<file path="config.mk">
export PLATFORM = sky130hd
export DESIGN_NAME = i2c_eeprom_byte_master
export DESIGN_NICKNAME = d
export VERILOG_FILES = /design/src/rtl/core/ieb_pkg.sv /design/src/rtl/core/ieb_front.sv /design/src/rtl/core/ieb_engine.sv /design/src/rtl/core/i2c_eeprom_byte_master.sv
export SDC_FILE = /design/constraint.sdc
export NUM_CORES = 1
export LEC_CHECK = 0
export ABC_AREA = 1
export BUFFER_PORTS_ARGS = -buffer_cell sky130_fd_sc_hd__buf_2
export CAP_MARGIN = 5
export CORE_AREA = 2 2 132 134
export CTS_CLUSTER_SIZE = 8
export DETAILED_ROUTE_END_ITERATION = 10
export DIE_AREA = 0 0 134 136
export HOLD_SLACK_MARGIN = 0.05
export PLACE_DENSITY = 0.93
export SYNTH_ARGS = -nofsm -noshare
export SYNTH_HDL_FRONTEND = slang
export SYNTH_SLANG_ARGS = --single-unit
</file>
<file path="constraint.sdc">
create_clock -name clk -period 10.9 [get_ports clk]
set_input_delay 2.18 -clock clk [delete_from_list [all_inputs] [get_ports clk]]
set_output_delay 2.18 -clock clk [all_outputs]
set_load 0.02 [all_outputs]
</file>
<file path="src/rtl/core/ieb_pkg.sv">
// Shared types and constants for the I2C EEPROM byte master.
package ieb_pkg;

	localparam int IN_W  = 24;
	localparam int OUT_W = 16;

	typedef enum logic [1:0] {
		ACT_TICK   = 2'd0,
		ACT_READ   = 2'd1,
		ACT_WRITE  = 2'd2,
		ACT_VERIFY = 2'd3
	} action_t;

	typedef enum logic [1:0] {
		ST_OK       = 2'd0,
		ST_NO_ACK   = 2'd1,
		ST_MISMATCH = 2'd2
	} status_t;

	typedef enum logic [4:0] {
		PH_IDLE     = 5'd0,
		PH_START    = 5'd1,
		PH_DEVW_TX  = 5'd2,
		PH_DEVW_ACK = 5'd3,
		PH_ADDR_TX  = 5'd4,
		PH_ADDR_ACK = 5'd5,
		PH_DATA_TX  = 5'd6,
		PH_DATA_ACK = 5'd7,
		PH_WSTOP    = 5'd8,
		PH_WWAIT    = 5'd9,
		PH_RSTART   = 5'd10,
		PH_DEVR_TX  = 5'd11,
		PH_DEVR_ACK = 5'd12,
		PH_RX       = 5'd13,
		PH_RX_NACK  = 5'd14,
		PH_RSTOP    = 5'd15,
		PH_FSTOP    = 5'd16
	} phase_t;

	localparam logic [2:0] REG_HALF_BIT      = 3'd0;
	localparam logic [2:0] REG_POLL_LIMIT    = 3'd1;
	localparam logic [2:0] REG_POLL_INTERVAL = 3'd2;
	localparam logic [2:0] REG_WRITE_WAIT    = 3'd3;
	localparam logic [2:0] REG_DEVICE        = 3'd4;

	localparam logic [7:0]  HALF_BIT_RST      = 8'd5;
	localparam logic [7:0]  POLL_LIMIT_RST    = 8'd250;
	localparam logic [15:0] POLL_INTERVAL_RST = 16'd1000;
	localparam logic [15:0] WRITE_WAIT_RST    = 16'd10000;
	localparam logic [6:0]  DEVICE_RST        = 7'h50;

	typedef struct packed {
		logic [7:0]  half_bit_ticks;
		logic [7:0]  ack_poll_limit;
		logic [15:0] ack_poll_interval;
		logic [15:0] write_wait_ticks;
		logic [6:0]  device_select;
	} cfg_t;

	typedef struct packed {
		logic       is_cmd;
		action_t    action;
		logic [7:0] mem_address;
		logic [7:0] write_data;
		logic       sda_in;
	} item_t;

	function automatic logic is_tx(phase_t p);
		return p == PH_DEVW_TX || p == PH_ADDR_TX || p == PH_DATA_TX || p == PH_DEVR_TX;
	endfunction

	function automatic logic is_ack(phase_t p);
		return p == PH_DEVW_ACK || p == PH_ADDR_ACK || p == PH_DATA_ACK ||
			p == PH_DEVR_ACK;
	endfunction

endpackage

</file>
<file path="src/rtl/core/ieb_front.sv">
// Input stage: accept tick words, classify them and queue them for the engine.
module ieb_front import ieb_pkg::*; (
	input  logic            clk,
	input  logic            arst_n,
	input  logic            s_tvalid,
	output logic            s_tready,
	input  logic [IN_W-1:0] s_tdata,
	input  logic            pop,
	output logic            item_valid,
	output item_t           item
);

	item_t       mem_q [2];
	logic        wr_ptr_q;
	logic        rd_ptr_q;
	logic [1:0]  count_q;
	logic        push;
	item_t       in_item;

	assign s_tready   = count_q != 2'd2;
	assign push       = s_tvalid && s_tready;
	assign item_valid = count_q != 2'd0;
	assign item       = mem_q[rd_ptr_q];

	always_comb begin
		in_item.action      = action_t'(s_tdata[1:0]);
		in_item.mem_address = s_tdata[9:2];
		in_item.write_data  = s_tdata[17:10];
		in_item.sda_in      = s_tdata[18];
		in_item.is_cmd      = action_t'(s_tdata[1:0]) != ACT_TICK;
	end

	always_ff @(posedge clk) begin
		if (push) begin
			mem_q[wr_ptr_q] <= in_item;
		end
	end

	always_ff @(posedge clk or negedge arst_n) begin
		if (!arst_n) begin
			wr_ptr_q <= 1'b0;
			rd_ptr_q <= 1'b0;
			count_q  <= 2'd0;
		end else begin
			if (push) begin
				wr_ptr_q <= ~wr_ptr_q;
			end
			if (pop) begin
				rd_ptr_q <= ~rd_ptr_q;
			end
			case ({push, pop})
				2'b10:   count_q <= count_q + 2'd1;
				2'b01:   count_q <= count_q - 2'd1;
				default: count_q <= count_q;
			endcase
		end
	end

endmodule

</file>
<file path="src/rtl/core/ieb_engine.sv">
// Bus sequencer: advance the I2C transfer one tick per queued word and register the result.
module ieb_engine import ieb_pkg::*; (
	input  logic             clk,
	input  logic             arst_n,
	input  cfg_t             cfg,
	input  logic             item_valid,
	input  item_t            item,
	output logic             pop,
	output logic             m_tvalid,
	input  logic             m_tready,
	output logic [OUT_W-1:0] m_tdata
);

	phase_t      phase_q, phase_d;
	logic [3:0]  bit_q, bit_d;
	logic [7:0]  shift_q, shift_d;
	logic [15:0] tick_q, tick_d;
	logic [7:0]  poll_q, poll_d;
	action_t     op_q, op_d;
	logic [7:0]  addr_q, addr_d;
	logic [7:0]  data_q, data_d;
	logic [7:0]  rx_q, rx_d;
	status_t     status_q, status_d;
	logic        done_d;

	logic [15:0] tc_inc;
	logic [15:0] dur;
	logic        seg_end;
	logic [7:0]  dev_w;
	logic [7:0]  rx_shift;

	logic        scl_d, sdl_d, en_d;
	logic        out_valid_q;
	logic [OUT_W-1:0] out_data_q;

	assign pop      = item_valid && (!out_valid_q || m_tready);
	assign m_tvalid = out_valid_q;
	assign m_tdata  = out_data_q;

	assign dev_w    = {cfg.device_select, 1'b0};
	assign tc_inc   = (tick_q != 16'hFFFF) ? tick_q + 16'd1 : tick_q;
	assign rx_shift = {shift_q[6:0], item.sda_in};

	always_comb begin
		if (phase_q == PH_WWAIT) begin
			dur = cfg.write_wait_ticks;
		end else if (is_ack(phase_q) && bit_q == 4'd1 && poll_q != 8'd0) begin
			dur = cfg.ack_poll_interval;
		end else begin
			dur = {8'd0, cfg.half_bit_ticks};
		end
	end

	assign seg_end = tc_inc >= dur;

	// next state
	always_comb begin
		phase_d  = phase_q;
		bit_d    = bit_q;
		shift_d  = shift_q;
		tick_d   = tick_q;
		poll_d   = poll_q;
		op_d     = op_q;
		addr_d   = addr_q;
		data_d   = data_q;
		rx_d     = rx_q;
		status_d = status_q;
		done_d   = 1'b0;
		if (phase_q == PH_IDLE) begin
			if (item.is_cmd) begin
				addr_d  = item.mem_address;
				data_d  = item.write_data;
				op_d    = item.action;
				phase_d = PH_START;
				bit_d   = 4'd0;
				tick_d  = 16'd0;
				poll_d  = 8'd0;
			end
		end else begin
			tick_d = tc_inc;
			if (seg_end) begin
				tick_d = 16'd0;
				case (phase_q)
					PH_START, PH_RSTART: begin
						if (bit_q < 4'd2) begin
							bit_d = bit_q + 4'd1;
						end else begin
							phase_d = (phase_q == PH_START) ? PH_DEVW_TX : PH_DEVR_TX;
							bit_d   = 4'd0;
							poll_d  = 8'd0;
							shift_d = (phase_q == PH_START) ? dev_w : (dev_w | 8'd1);
						end
					end
					PH_DEVW_TX, PH_ADDR_TX, PH_DATA_TX, PH_DEVR_TX: begin
						if (bit_q != 4'd15) begin
							bit_d = bit_q + 4'd1;
						end else begin
							bit_d  = 4'd0;
							poll_d = 8'd0;
							case (phase_q)
								PH_DEVW_TX: phase_d = PH_DEVW_ACK;
								PH_ADDR_TX: phase_d = PH_ADDR_ACK;
								PH_DATA_TX: phase_d = PH_DATA_ACK;
								default:    phase_d = PH_DEVR_ACK;
							endcase
						end
					end
					PH_DEVW_ACK, PH_ADDR_ACK, PH_DATA_ACK, PH_DEVR_ACK: begin
						if (bit_q == 4'd0) begin
							bit_d = 4'd1;
						end else if (!item.sda_in) begin
							bit_d  = 4'd0;
							poll_d = 8'd0;
							case (phase_q)
								PH_DEVW_ACK: begin
									phase_d = PH_ADDR_TX;
									shift_d = addr_q;
								end
								PH_ADDR_ACK: begin
									if (op_q == ACT_WRITE || op_q == ACT_VERIFY) begin
										phase_d = PH_DATA_TX;
										shift_d = data_q;
									end else begin
										phase_d = PH_RSTART;
									end
								end
								PH_DATA_ACK: phase_d = PH_WSTOP;
								default: begin
									phase_d = PH_RX;
									shift_d = 8'd0;
								end
							endcase
						end else if (poll_q >= cfg.ack_poll_limit) begin
							phase_d = PH_FSTOP;
							bit_d   = 4'd0;
							poll_d  = 8'd0;
						end else begin
							poll_d = poll_q + 8'd1;
						end
					end
					PH_RX: begin
						if (bit_q[0]) begin
							shift_d = rx_shift;
						end
						if (bit_q != 4'd15) begin
							bit_d = bit_q + 4'd1;
						end else begin
							rx_d    = rx_shift;
							phase_d = PH_RX_NACK;
							bit_d   = 4'd0;
							poll_d  = 8'd0;
						end
					end
					PH_RX_NACK, PH_WSTOP: begin
						if (bit_q == 4'd0) begin
							bit_d = 4'd1;
						end else begin
							phase_d = (phase_q == PH_WSTOP) ? PH_WWAIT : PH_RSTOP;
							bit_d   = 4'd0;
							poll_d  = 8'd0;
						end
					end
					PH_RSTOP, PH_FSTOP: begin
						if (bit_q == 4'd0) begin
							bit_d = 4'd1;
						end else begin
							if (phase_q == PH_FSTOP) begin
								status_d = ST_NO_ACK;
							end else if (op_q == ACT_TICK) begin
								status_d = (rx_q == data_q) ? ST_OK : ST_MISMATCH;
							end else begin
								status_d = ST_OK;
							end
							phase_d = PH_IDLE;
							bit_d   = 4'd0;
							poll_d  = 8'd0;
							done_d  = 1'b1;
						end
					end
					PH_WWAIT: begin
						bit_d  = 4'd0;
						poll_d = 8'd0;
						if (op_q == ACT_VERIFY) begin
							op_d    = ACT_TICK;
							phase_d = PH_START;
						end else begin
							status_d = ST_OK;
							phase_d  = PH_IDLE;
							done_d   = 1'b1;
						end
					end
					default: begin
						phase_d = PH_IDLE;
						bit_d   = 4'd0;
						poll_d  = 8'd0;
					end
				endcase
			end
		end
	end

	// line levels after the step
	always_comb begin
		scl_d = 1'b1;
		sdl_d = 1'b1;
		en_d  = 1'b1;
		case (phase_d)
			PH_START, PH_RSTART: begin
				scl_d = bit_d != 4'd0;
				sdl_d = bit_d != 4'd2;
			end
			PH_DEVW_TX, PH_ADDR_TX, PH_DATA_TX, PH_DEVR_TX: begin
				scl_d = bit_d[0];
				sdl_d = shift_d[3'd7 - bit_d[3:1]];
			end
			PH_DEVW_ACK, PH_ADDR_ACK, PH_DATA_ACK, PH_DEVR_ACK, PH_RX: begin
				scl_d = bit_d[0];
				en_d  = 1'b0;
			end
			PH_RX_NACK: begin
				scl_d = bit_d[0];
			end
			PH_WSTOP, PH_RSTOP, PH_FSTOP: begin
				scl_d = bit_d[0];
				sdl_d = 1'b0;
			end
			default: begin
				scl_d = 1'b1;
			end
		endcase
	end

	always_ff @(posedge clk or negedge arst_n) begin
		if (!arst_n) begin
			phase_q  <= PH_IDLE;
			bit_q    <= 4'd0;
			shift_q  <= 8'd0;
			tick_q   <= 16'd0;
			poll_q   <= 8'd0;
			op_q     <= ACT_TICK;
			addr_q   <= 8'd0;
			data_q   <= 8'd0;
			rx_q     <= 8'd0;
			status_q <= ST_OK;
		end else if (pop) begin
			phase_q  <= phase_d;
			bit_q    <= bit_d;
			shift_q  <= shift_d;
			tick_q   <= tick_d;
			poll_q   <= poll_d;
			op_q     <= op_d;
			addr_q   <= addr_d;
			data_q   <= data_d;
			rx_q     <= rx_d;
			status_q <= status_d;
		end
	end

	always_ff @(posedge clk or negedge arst_n) begin
		if (!arst_n) begin
			out_valid_q <= 1'b0;
		end else if (pop) begin
			out_valid_q <= 1'b1;
		end else if (m_tready) begin
			out_valid_q <= 1'b0;
		end
	end

	always_ff @(posedge clk) begin
		if (pop) begin
			out_data_q <= {1'b0, status_d, rx_d, done_d, phase_d != PH_IDLE,
				en_d, sdl_d, scl_d};
		end
	end

endmodule

</file>
<file path="src/rtl/core/i2c_eeprom_byte_master.sv">
// Top level of the I2C EEPROM byte master: register port, input queue and bus sequencer.
// Each input word is one microsecond tick carrying a command code and the sampled SDA level;
// each tick yields exactly one result word with the SCL/SDA drive, busy, done, the last
// received byte and the status of the last command. One word is taken per clock cycle:
// a two-entry queue feeds the sequencer, which advances one tick per cycle into a
// registered output, so the rate is set only by the consumer taking results. A command
// arriving while a transfer is in progress is ignored. Registers may be written only while
// the block is idle; they are read back at byte offsets 0, 4, 8, 12 and 16.
module i2c_eeprom_byte_master import ieb_pkg::*; (
	input  logic             clk,
	input  logic             arst_n,
	input  logic             s_tvalid,
	output logic             s_tready,
	// [1:0] action, [9:2] mem_address, [17:10] write_data, [18] sda_in
	input  logic [IN_W-1:0]  s_tdata,
	output logic             m_tvalid,
	input  logic             m_tready,
	// [0] scl_level, [1] sda_level, [2] sda_enable, [3] busy_res, [4] done_res,
	// [12:5] read_data, [14:13] status
	output logic [OUT_W-1:0] m_tdata,
	input  logic             psel,
	input  logic             penable,
	input  logic             pwrite,
	input  logic [4:0]       paddr,
	input  logic [31:0]      pwdata,
	output logic [31:0]      prdata,
	output logic             pready
);

	cfg_t  cfg_q;
	logic  cfg_wr;
	logic  item_valid;
	item_t item;
	logic  pop;

	assign pready = 1'b1;
	assign cfg_wr = psel && penable && pwrite && pready;

	always_ff @(posedge clk or negedge arst_n) begin
		if (!arst_n) begin
			cfg_q.half_bit_ticks    <= HALF_BIT_RST;
			cfg_q.ack_poll_limit    <= POLL_LIMIT_RST;
			cfg_q.ack_poll_interval <= POLL_INTERVAL_RST;
			cfg_q.write_wait_ticks  <= WRITE_WAIT_RST;
			cfg_q.device_select     <= DEVICE_RST;
		end else if (cfg_wr) begin
			case (paddr[4:2])
				REG_HALF_BIT:      cfg_q.half_bit_ticks    <= pwdata[7:0];
				REG_POLL_LIMIT:    cfg_q.ack_poll_limit    <= pwdata[7:0];
				REG_POLL_INTERVAL: cfg_q.ack_poll_interval <= pwdata[15:0];
				REG_WRITE_WAIT:    cfg_q.write_wait_ticks  <= pwdata[15:0];
				REG_DEVICE:        cfg_q.device_select     <= pwdata[6:0];
				default:           cfg_q <= cfg_q;
			endcase
		end
	end

	always_comb begin
		case (paddr[4:2])
			REG_HALF_BIT:      prdata = {24'd0, cfg_q.half_bit_ticks};
			REG_POLL_LIMIT:    prdata = {24'd0, cfg_q.ack_poll_limit};
			REG_POLL_INTERVAL: prdata = {16'd0, cfg_q.ack_poll_interval};
			REG_WRITE_WAIT:    prdata = {16'd0, cfg_q.write_wait_ticks};
			REG_DEVICE:        prdata = {25'd0, cfg_q.device_select};
			default:           prdata = 32'd0;
		endcase
	end

	ieb_front u_front (
		.clk        (clk),
		.arst_n     (arst_n),
		.s_tvalid   (s_tvalid),
		.s_tready   (s_tready),
		.s_tdata    (s_tdata),
		.pop        (pop),
		.item_valid (item_valid),
		.item       (item)
	);

	ieb_engine u_engine (
		.clk        (clk),
		.arst_n     (arst_n),
		.cfg        (cfg_q),
		.item_valid (item_valid),
		.item       (item),
		.pop        (pop),
		.m_tvalid   (m_tvalid),
		.m_tready   (m_tready),
		.m_tdata    (m_tdata)
	);

endmodule

</file>
# Yosys cells after proc, flatten, opt, wreduce, memory -nomap -nowiden
# Memory sizes are Yosys's and may differ from the RTL's.
# Cells that the tools add are included.
[totals]
regBits = 144
mem_bits_rw = 40
output_inout_bits = 51
word_cells = 218
mem_count = 1
[op_classes]
add_sub_neg = 6
magnitude_cmp = 4
n_eq_ne = 50
muxes = 85
bitwise = 3
n_reduce_logical = 48
[memory_table]
columns = ["memory", "words", "width", "read_ports", "rd_ports_with_merged_regs", "wr", "line_no", "source"]
rows = [
  ["u_front.mem_q", 2, 20, 1, 0, 1, "ieb_front.sv:13", "item_t mem_q [2];"],
]
[ops]
columns = ["operator", "n"]
rows = [
  ["$mux 8", 20],
  ["$mux 16", 6],
  ["$pmux 16 s5", 1],
  ["$eq 5x4->1 const B", 15],
  ["$mux 5", 11],
  ["$pmux 8 s3", 2],
  ["$eq 5x3->1 const B", 8],
  ["$mux 4", 10],
  ["$pmux 5 s7", 1],
  ["$pmux 8 s4", 1],
  ["$mux 2", 12],
  ["$eq 5x2->1 const B", 4],
  ["$add 16x1->16 const B", 1],
  ["$ge 16x16->1", 1],
  ["$ne 16x16->1 const B", 1],
  ["$pmux 4 s4", 1],
  ["$reduce_or 4->1", 4],
  ["$pmux 5 s3", 1],
  ["$reduce_bool 2->1", 7],
  ["$reduce_or 13->1", 1],
  ["$ne 3x2->1 const B", 4],
  ["$pmux 4 s3", 1],
  ["$reduce_and 2->1", 6],
  ["$mux 1", 11],
  ["other kinds (42)", 66],
]

# Logic depth before layout (Yosys ltp)
[logic_depth]
depth_word = 15
mapped_depth = 33
depth_no_buf = 33

# Modules after synthesis
# A second synthesis with hierarchy kept.
[hier_totals]
hier_cells = 1437
hier_area_um2 = 11217.0
[by_module_without_submodules]
columns = ["mod", "instances", "cells_each", "area_per_inst_um2"]
rows = [
  ["ieb_engine", 1, 942, 6673.9],
  ["i2c_eeprom_byte_master", 1, 365, 2840.2],
  ["ieb_front", 1, 130, 1702.9],
]

# Least setup slack after synthesis
# OpenSTA, ideal clock, no wires.
[synth_path]
path_type = "input-to-output"
from = "input paddr[4]"
to = "output prdata[15]"
arrival_ns = 3.768
t_required_ns = 8.720
slack_ns = 4.952
path_stages = 4
path_buffers = 1
path_cell_list = "clkbuf_1 -> nor3_1 -> clkinv_1 -> o21ai_0"
[synth_via]
elab_chain_cells = 2
[synth_lines]
columns = ["element", "line_no", "source"]
rows = [
  ["from (decl)", "i2c_eeprom_byte_master.sv:24", "input logic [4:0] paddr,"],
  ["$eq 3x3->1 (tied with other cells)", "i2c_eeprom_byte_master.sv:59", "case (paddr[4:2])"],
  ["$pmux 16 s5 *", "i2c_eeprom_byte_master.sv:59", ""],
  ["to (decl)", "i2c_eeprom_byte_master.sv:26", "output logic [31:0] prdata,"],
]
# Every way passes the cells marked *; elsewhere a longest branch is shown, timed or not.

# Worst setup path in the final report
[layout_path]
from = "input paddr[3]"
to = "output prdata[0]"
# The elaborated chain is that of the path after synthesis.

==> summary.md <==
| Metric | Value |
|---|---|
| Number of global-route vias before repair | `9143` |
| DRT iter0 DRCs | `1349` |
| Pwr per Cell Area | `220 nW/um^2` |
| Synthesis Warnings | `0` |
| Post-Syn Area per Cell | `7.90 sq um` |
| ANT nets after route | `0` |
| CTS tree | `yes` |
| Post-CTS Hold Buffers | `0` |
| # Max-Cap Violations | `0` |
| Hold Path Stages | `2` |
| Synth Register Bits | `184` |
| Antenna diode count | `0` |
| Post-synth top cells | `nand2_1 (348), inv_1 (164), o21ai_0 (141)` |
| Slew margin rel. | `0.234` |
| Total area of sequential cells | `4910 sq um` |
| Clock Latency Late Sink | `0.45 ns` |
| Outcome | `complete, no violations` |
| Placed Instances | `1598` |
| Netlist cell types | `53` |
| Most area-consuming cells after synthesis | `dfrtp_1 (26%), edfxtp_1 (16%), nand2_1 (12%), o21ai_0 (6.7%), inv_1 (5.9%)` |
| CP Launch Type | `primary input` |
| Antenna violations before repair | `0` |
| CP max FO | `9` |
| Fin. max-slew vios | `0` |
| Top FF cell, synth | `dfrtp_1` |
| Clock root buffer | `clkbuf_16` |
| Final Non-Filler Cells | `1630` |
| Clk sinks | `184` |
| Hold Crit Class | `reg -> reg` |
| Post-Route Skew | `0.0147 ns` |
| Area Overhead vs Synth | `10.3%` |
| Placer Congestion | `0.959` |
| CP endpoint kind | `output port` |
| Crit path buf inv count | `4` |
| Critical Path Slowest Stage Cell | `nor3_1` |
| Peak VDD IR | `0.186 mV` |
| Die Span Y | `136 um` |
| IO Port Bufs | `77` |
| Pre-Repair DR Iteration Count | `8` |
| Final nets | `1491` |
| Via density | `5.94` |
| Via count | `9686` |
| Post-CTS sizing | `0` |
| Crit-path cells | `buf_2 -> inv_1 -> nor3_1 -> clkinv_1 -> o211ai_1 -> buf_2` |
| Reg2Reg Setup Slack | `5.54 ns` |
| Worst-Margin Slew | `1.14 ns` |
| DIE AREA | `18200 sq um` |
| Unrepaired setup endpoints after global routing | `no` |
| Hold EP | `cfg_q[37]` |
| Cells after synthesis | `1329` |
| Share of cells above drive strength 1 | `0.133` |
| Setup Fix Bufs, Post-CTS | `0` |
| Worst r2r dst | `u_engine.m_tdata[1]` |
| Sequential share of the synthesized area | `0.468` |
| Min-delay src | `cfg_q[37]` |
| Area occupied by multi-input gates | `4680 sq um` |
| Crit path from | `paddr[3]` |
| Post-synth EDFFs | `55` |
| Crit path kind | `in -> out` |
| Most used cell, CP | `buf_2` |
| Largest net degree at the start of global routing | `73` |
| Crit Reg-Reg Startpoint | `u_engine.phase_q[0]` |
| Row count | `48` |
| Max frequency | `0.153 GHz` |
| Leak | `0.00540 uW` |
| Die Span X | `134 um` |
| Layout fillers | `1211` |
| Final routed DRC violation total | `0` |
| Critical Path RT | `8.72 ns` |
| First-pass GRT wire length | `44.5 mm` |
| Final hold slack | `0.495 ns` |
| Total core area | `16900 sq um` |
| Routed WL | `27.2 mm` |
| Gr ovfl total | `0` |
| WL per Instance | `16.7 um` |
| Final hold vios | `0` |
| Min Clock Period, post-route | `6.52 ns` |
| Clock Path Buffers | `2` |
| Arrival @ worst endpoint | `4.34 ns` |
| GRT Overall Usage | `0.308` |
| Count leader, synth | `nand2_1` |
| Crit path largest cell delay | `0.85 ns` |
| Post-DP HPWL | `18.9 mm` |
| Num ports | `119` |
| Final setup TNS | `0 ns` |
| Final Cycle Share | `0.598` |
| CTS Buf Count | `17` |
| Final setup vio count | `0` |
| Worst Reg2Reg Path Length in Cells | `26` |
| Synth top area share | `0.258` |
| Yosys top cell by area | `dfrtp_1` |
| H-Tree Depth | `4` |
| Clock-pin slew on the worst setup and hold paths | `0.07 ns` |
| Initial core utilization | `0.622` |
| Pwr Total | `2550 uW` |
| CP top delay family | `buffers and inverters` |
| FFs w/ async S/R, synth | `0.701` |
| Synthesized area | `10500 sq um` |
-- per-layer routing --
layer  GRT usage  share of wire  up-vias
met1       0.405           0.38     4545
met3      0.0507          0.092      108
met5           0              0        -
li1            -              -     4468
met4       0.135          0.039        0
met2       0.509           0.48      565
-- cells by family (layout without fill, tap and decap cells) --
kind of cell | after synthesis | in the layout | synth area share
xor gates and xnor gates | 17 | 17 | 0.0142
AOI/OAI and AO/OA | 273 | 273 | 0.146
and+or+nand+nor | 583 | 583 | 0.238
buffers and inverters | 236 | 296 | 0.0934
muxes | 3 | 3 | 0.00286
adders and majority gates | 31 | 31 | 0.0370
DFF | 184 | 184 | 0.468
other | 2 | 18 | 0.000716
-- layout by cell type (no fill, tap or decap), drive strengths merged --
cell type,Yosys,routed
a21boi,3,3
dfstp,21,21
a221o,5,5
clkinvlp,0,1
nand4,10,10
o22ai,31,31
clkinv,4,10
a41oi,1,1
nor3b,4,4
nand2,356,356
a221oi,1,1
mux2i,3,3
xnor2,3,3
ha,31,31
a22oi,1,1
nor3,20,20
o31ai,16,16
conb,2,18
or4,1,1
clkbuf,30,17
nor2,112,112
and3,2,2
edfxtp,55,55
o21ai,151,151
nor4,5,5
a31oi,2,2
inv,178,186
o32ai,1,1
buf,24,82
o211ai,6,6
nand3,71,71
xor2,14,14
a21oi,51,51
a211oi,1,1
or2,2,2
o21a,3,3
dfrtp,108,108
-- flip-flops by register name, summed over array words and instances, names as in the netlist --
signal             flops
u_engine.bit_q         4
u_engine.addr_q        8
cfg_q                 55
u_engine.rx_q          8
u_front.mem_q         40
u_engine.status_q      2
u_front.wr_ptr_q       1
u_engine.m_tvalid      1
u_engine.op_q          2
u_engine.shift_q       8
u_front.rd_ptr_q       1
u_engine.data_q        8
u_engine.tick_q       16
u_front.count_q        2
u_engine.m_tdata      15
u_engine.phase_q       5
u_engine.poll_q        8
-- per-stage QoR --
| stage | setup slack (ns) | cell area [sq um] | utilization |
|---|---|---|---|
| 6_report | 4.38 | 11600 | 0.686 |
| 2_1_floorplan | 4.95 | 10600 | - |
| 3_3_place_gp | 4.49 | 11000 | 0.650 |
| 4_1_cts | 4.47 | 11600 | 0.686 |
| 3_5_place_dp | 4.47 | 11000 | 0.650 |
| 5_1_grt | 4.20 | 11600 | 0.686 |
-- power by group --
group | internal [uW] | total [uW] | switching, uW
registers | 907 | 1050 | 147
clock network | 310 | 623 | 313
logic | 255 | 870 | 614
-- layout make-up --
cell class / count / share of cell area
Clock inverter: 15 / 0.0151
Sequential cell: 184 / 0.424
Clock buffer: 17 / 0.0367
Tap cell: 225 / 0.0243
Timing Repair Buffer: 82 / 0.0367
Multi-Input combinational cell: 925 / 0.404
Inverter: 182 / 0.0591
-- worst min-delay path, delay by kind of cell, from the launching register on --
kind             cells  cell delay [ns]
AND/OR/NAND/NOR      1             0.05
AO/OA/AOI/OAI        1             0.06
flip-flops           1             0.35
-- how the worst max path moves through the flow --
stage	end	cells after the start	slack (ns)
6_report	prdata[0]	6	4.38
5_1_grt	prdata[14]	6	4.20
4_1_cts	prdata[0]	6	4.47
3_5_place_dp	prdata[0]	6	4.47
3_3_place_gp	prdata[0]	6	4.49
2_1_floorplan	prdata[15]	4	4.95
Power figures use the tool's default switching activity.
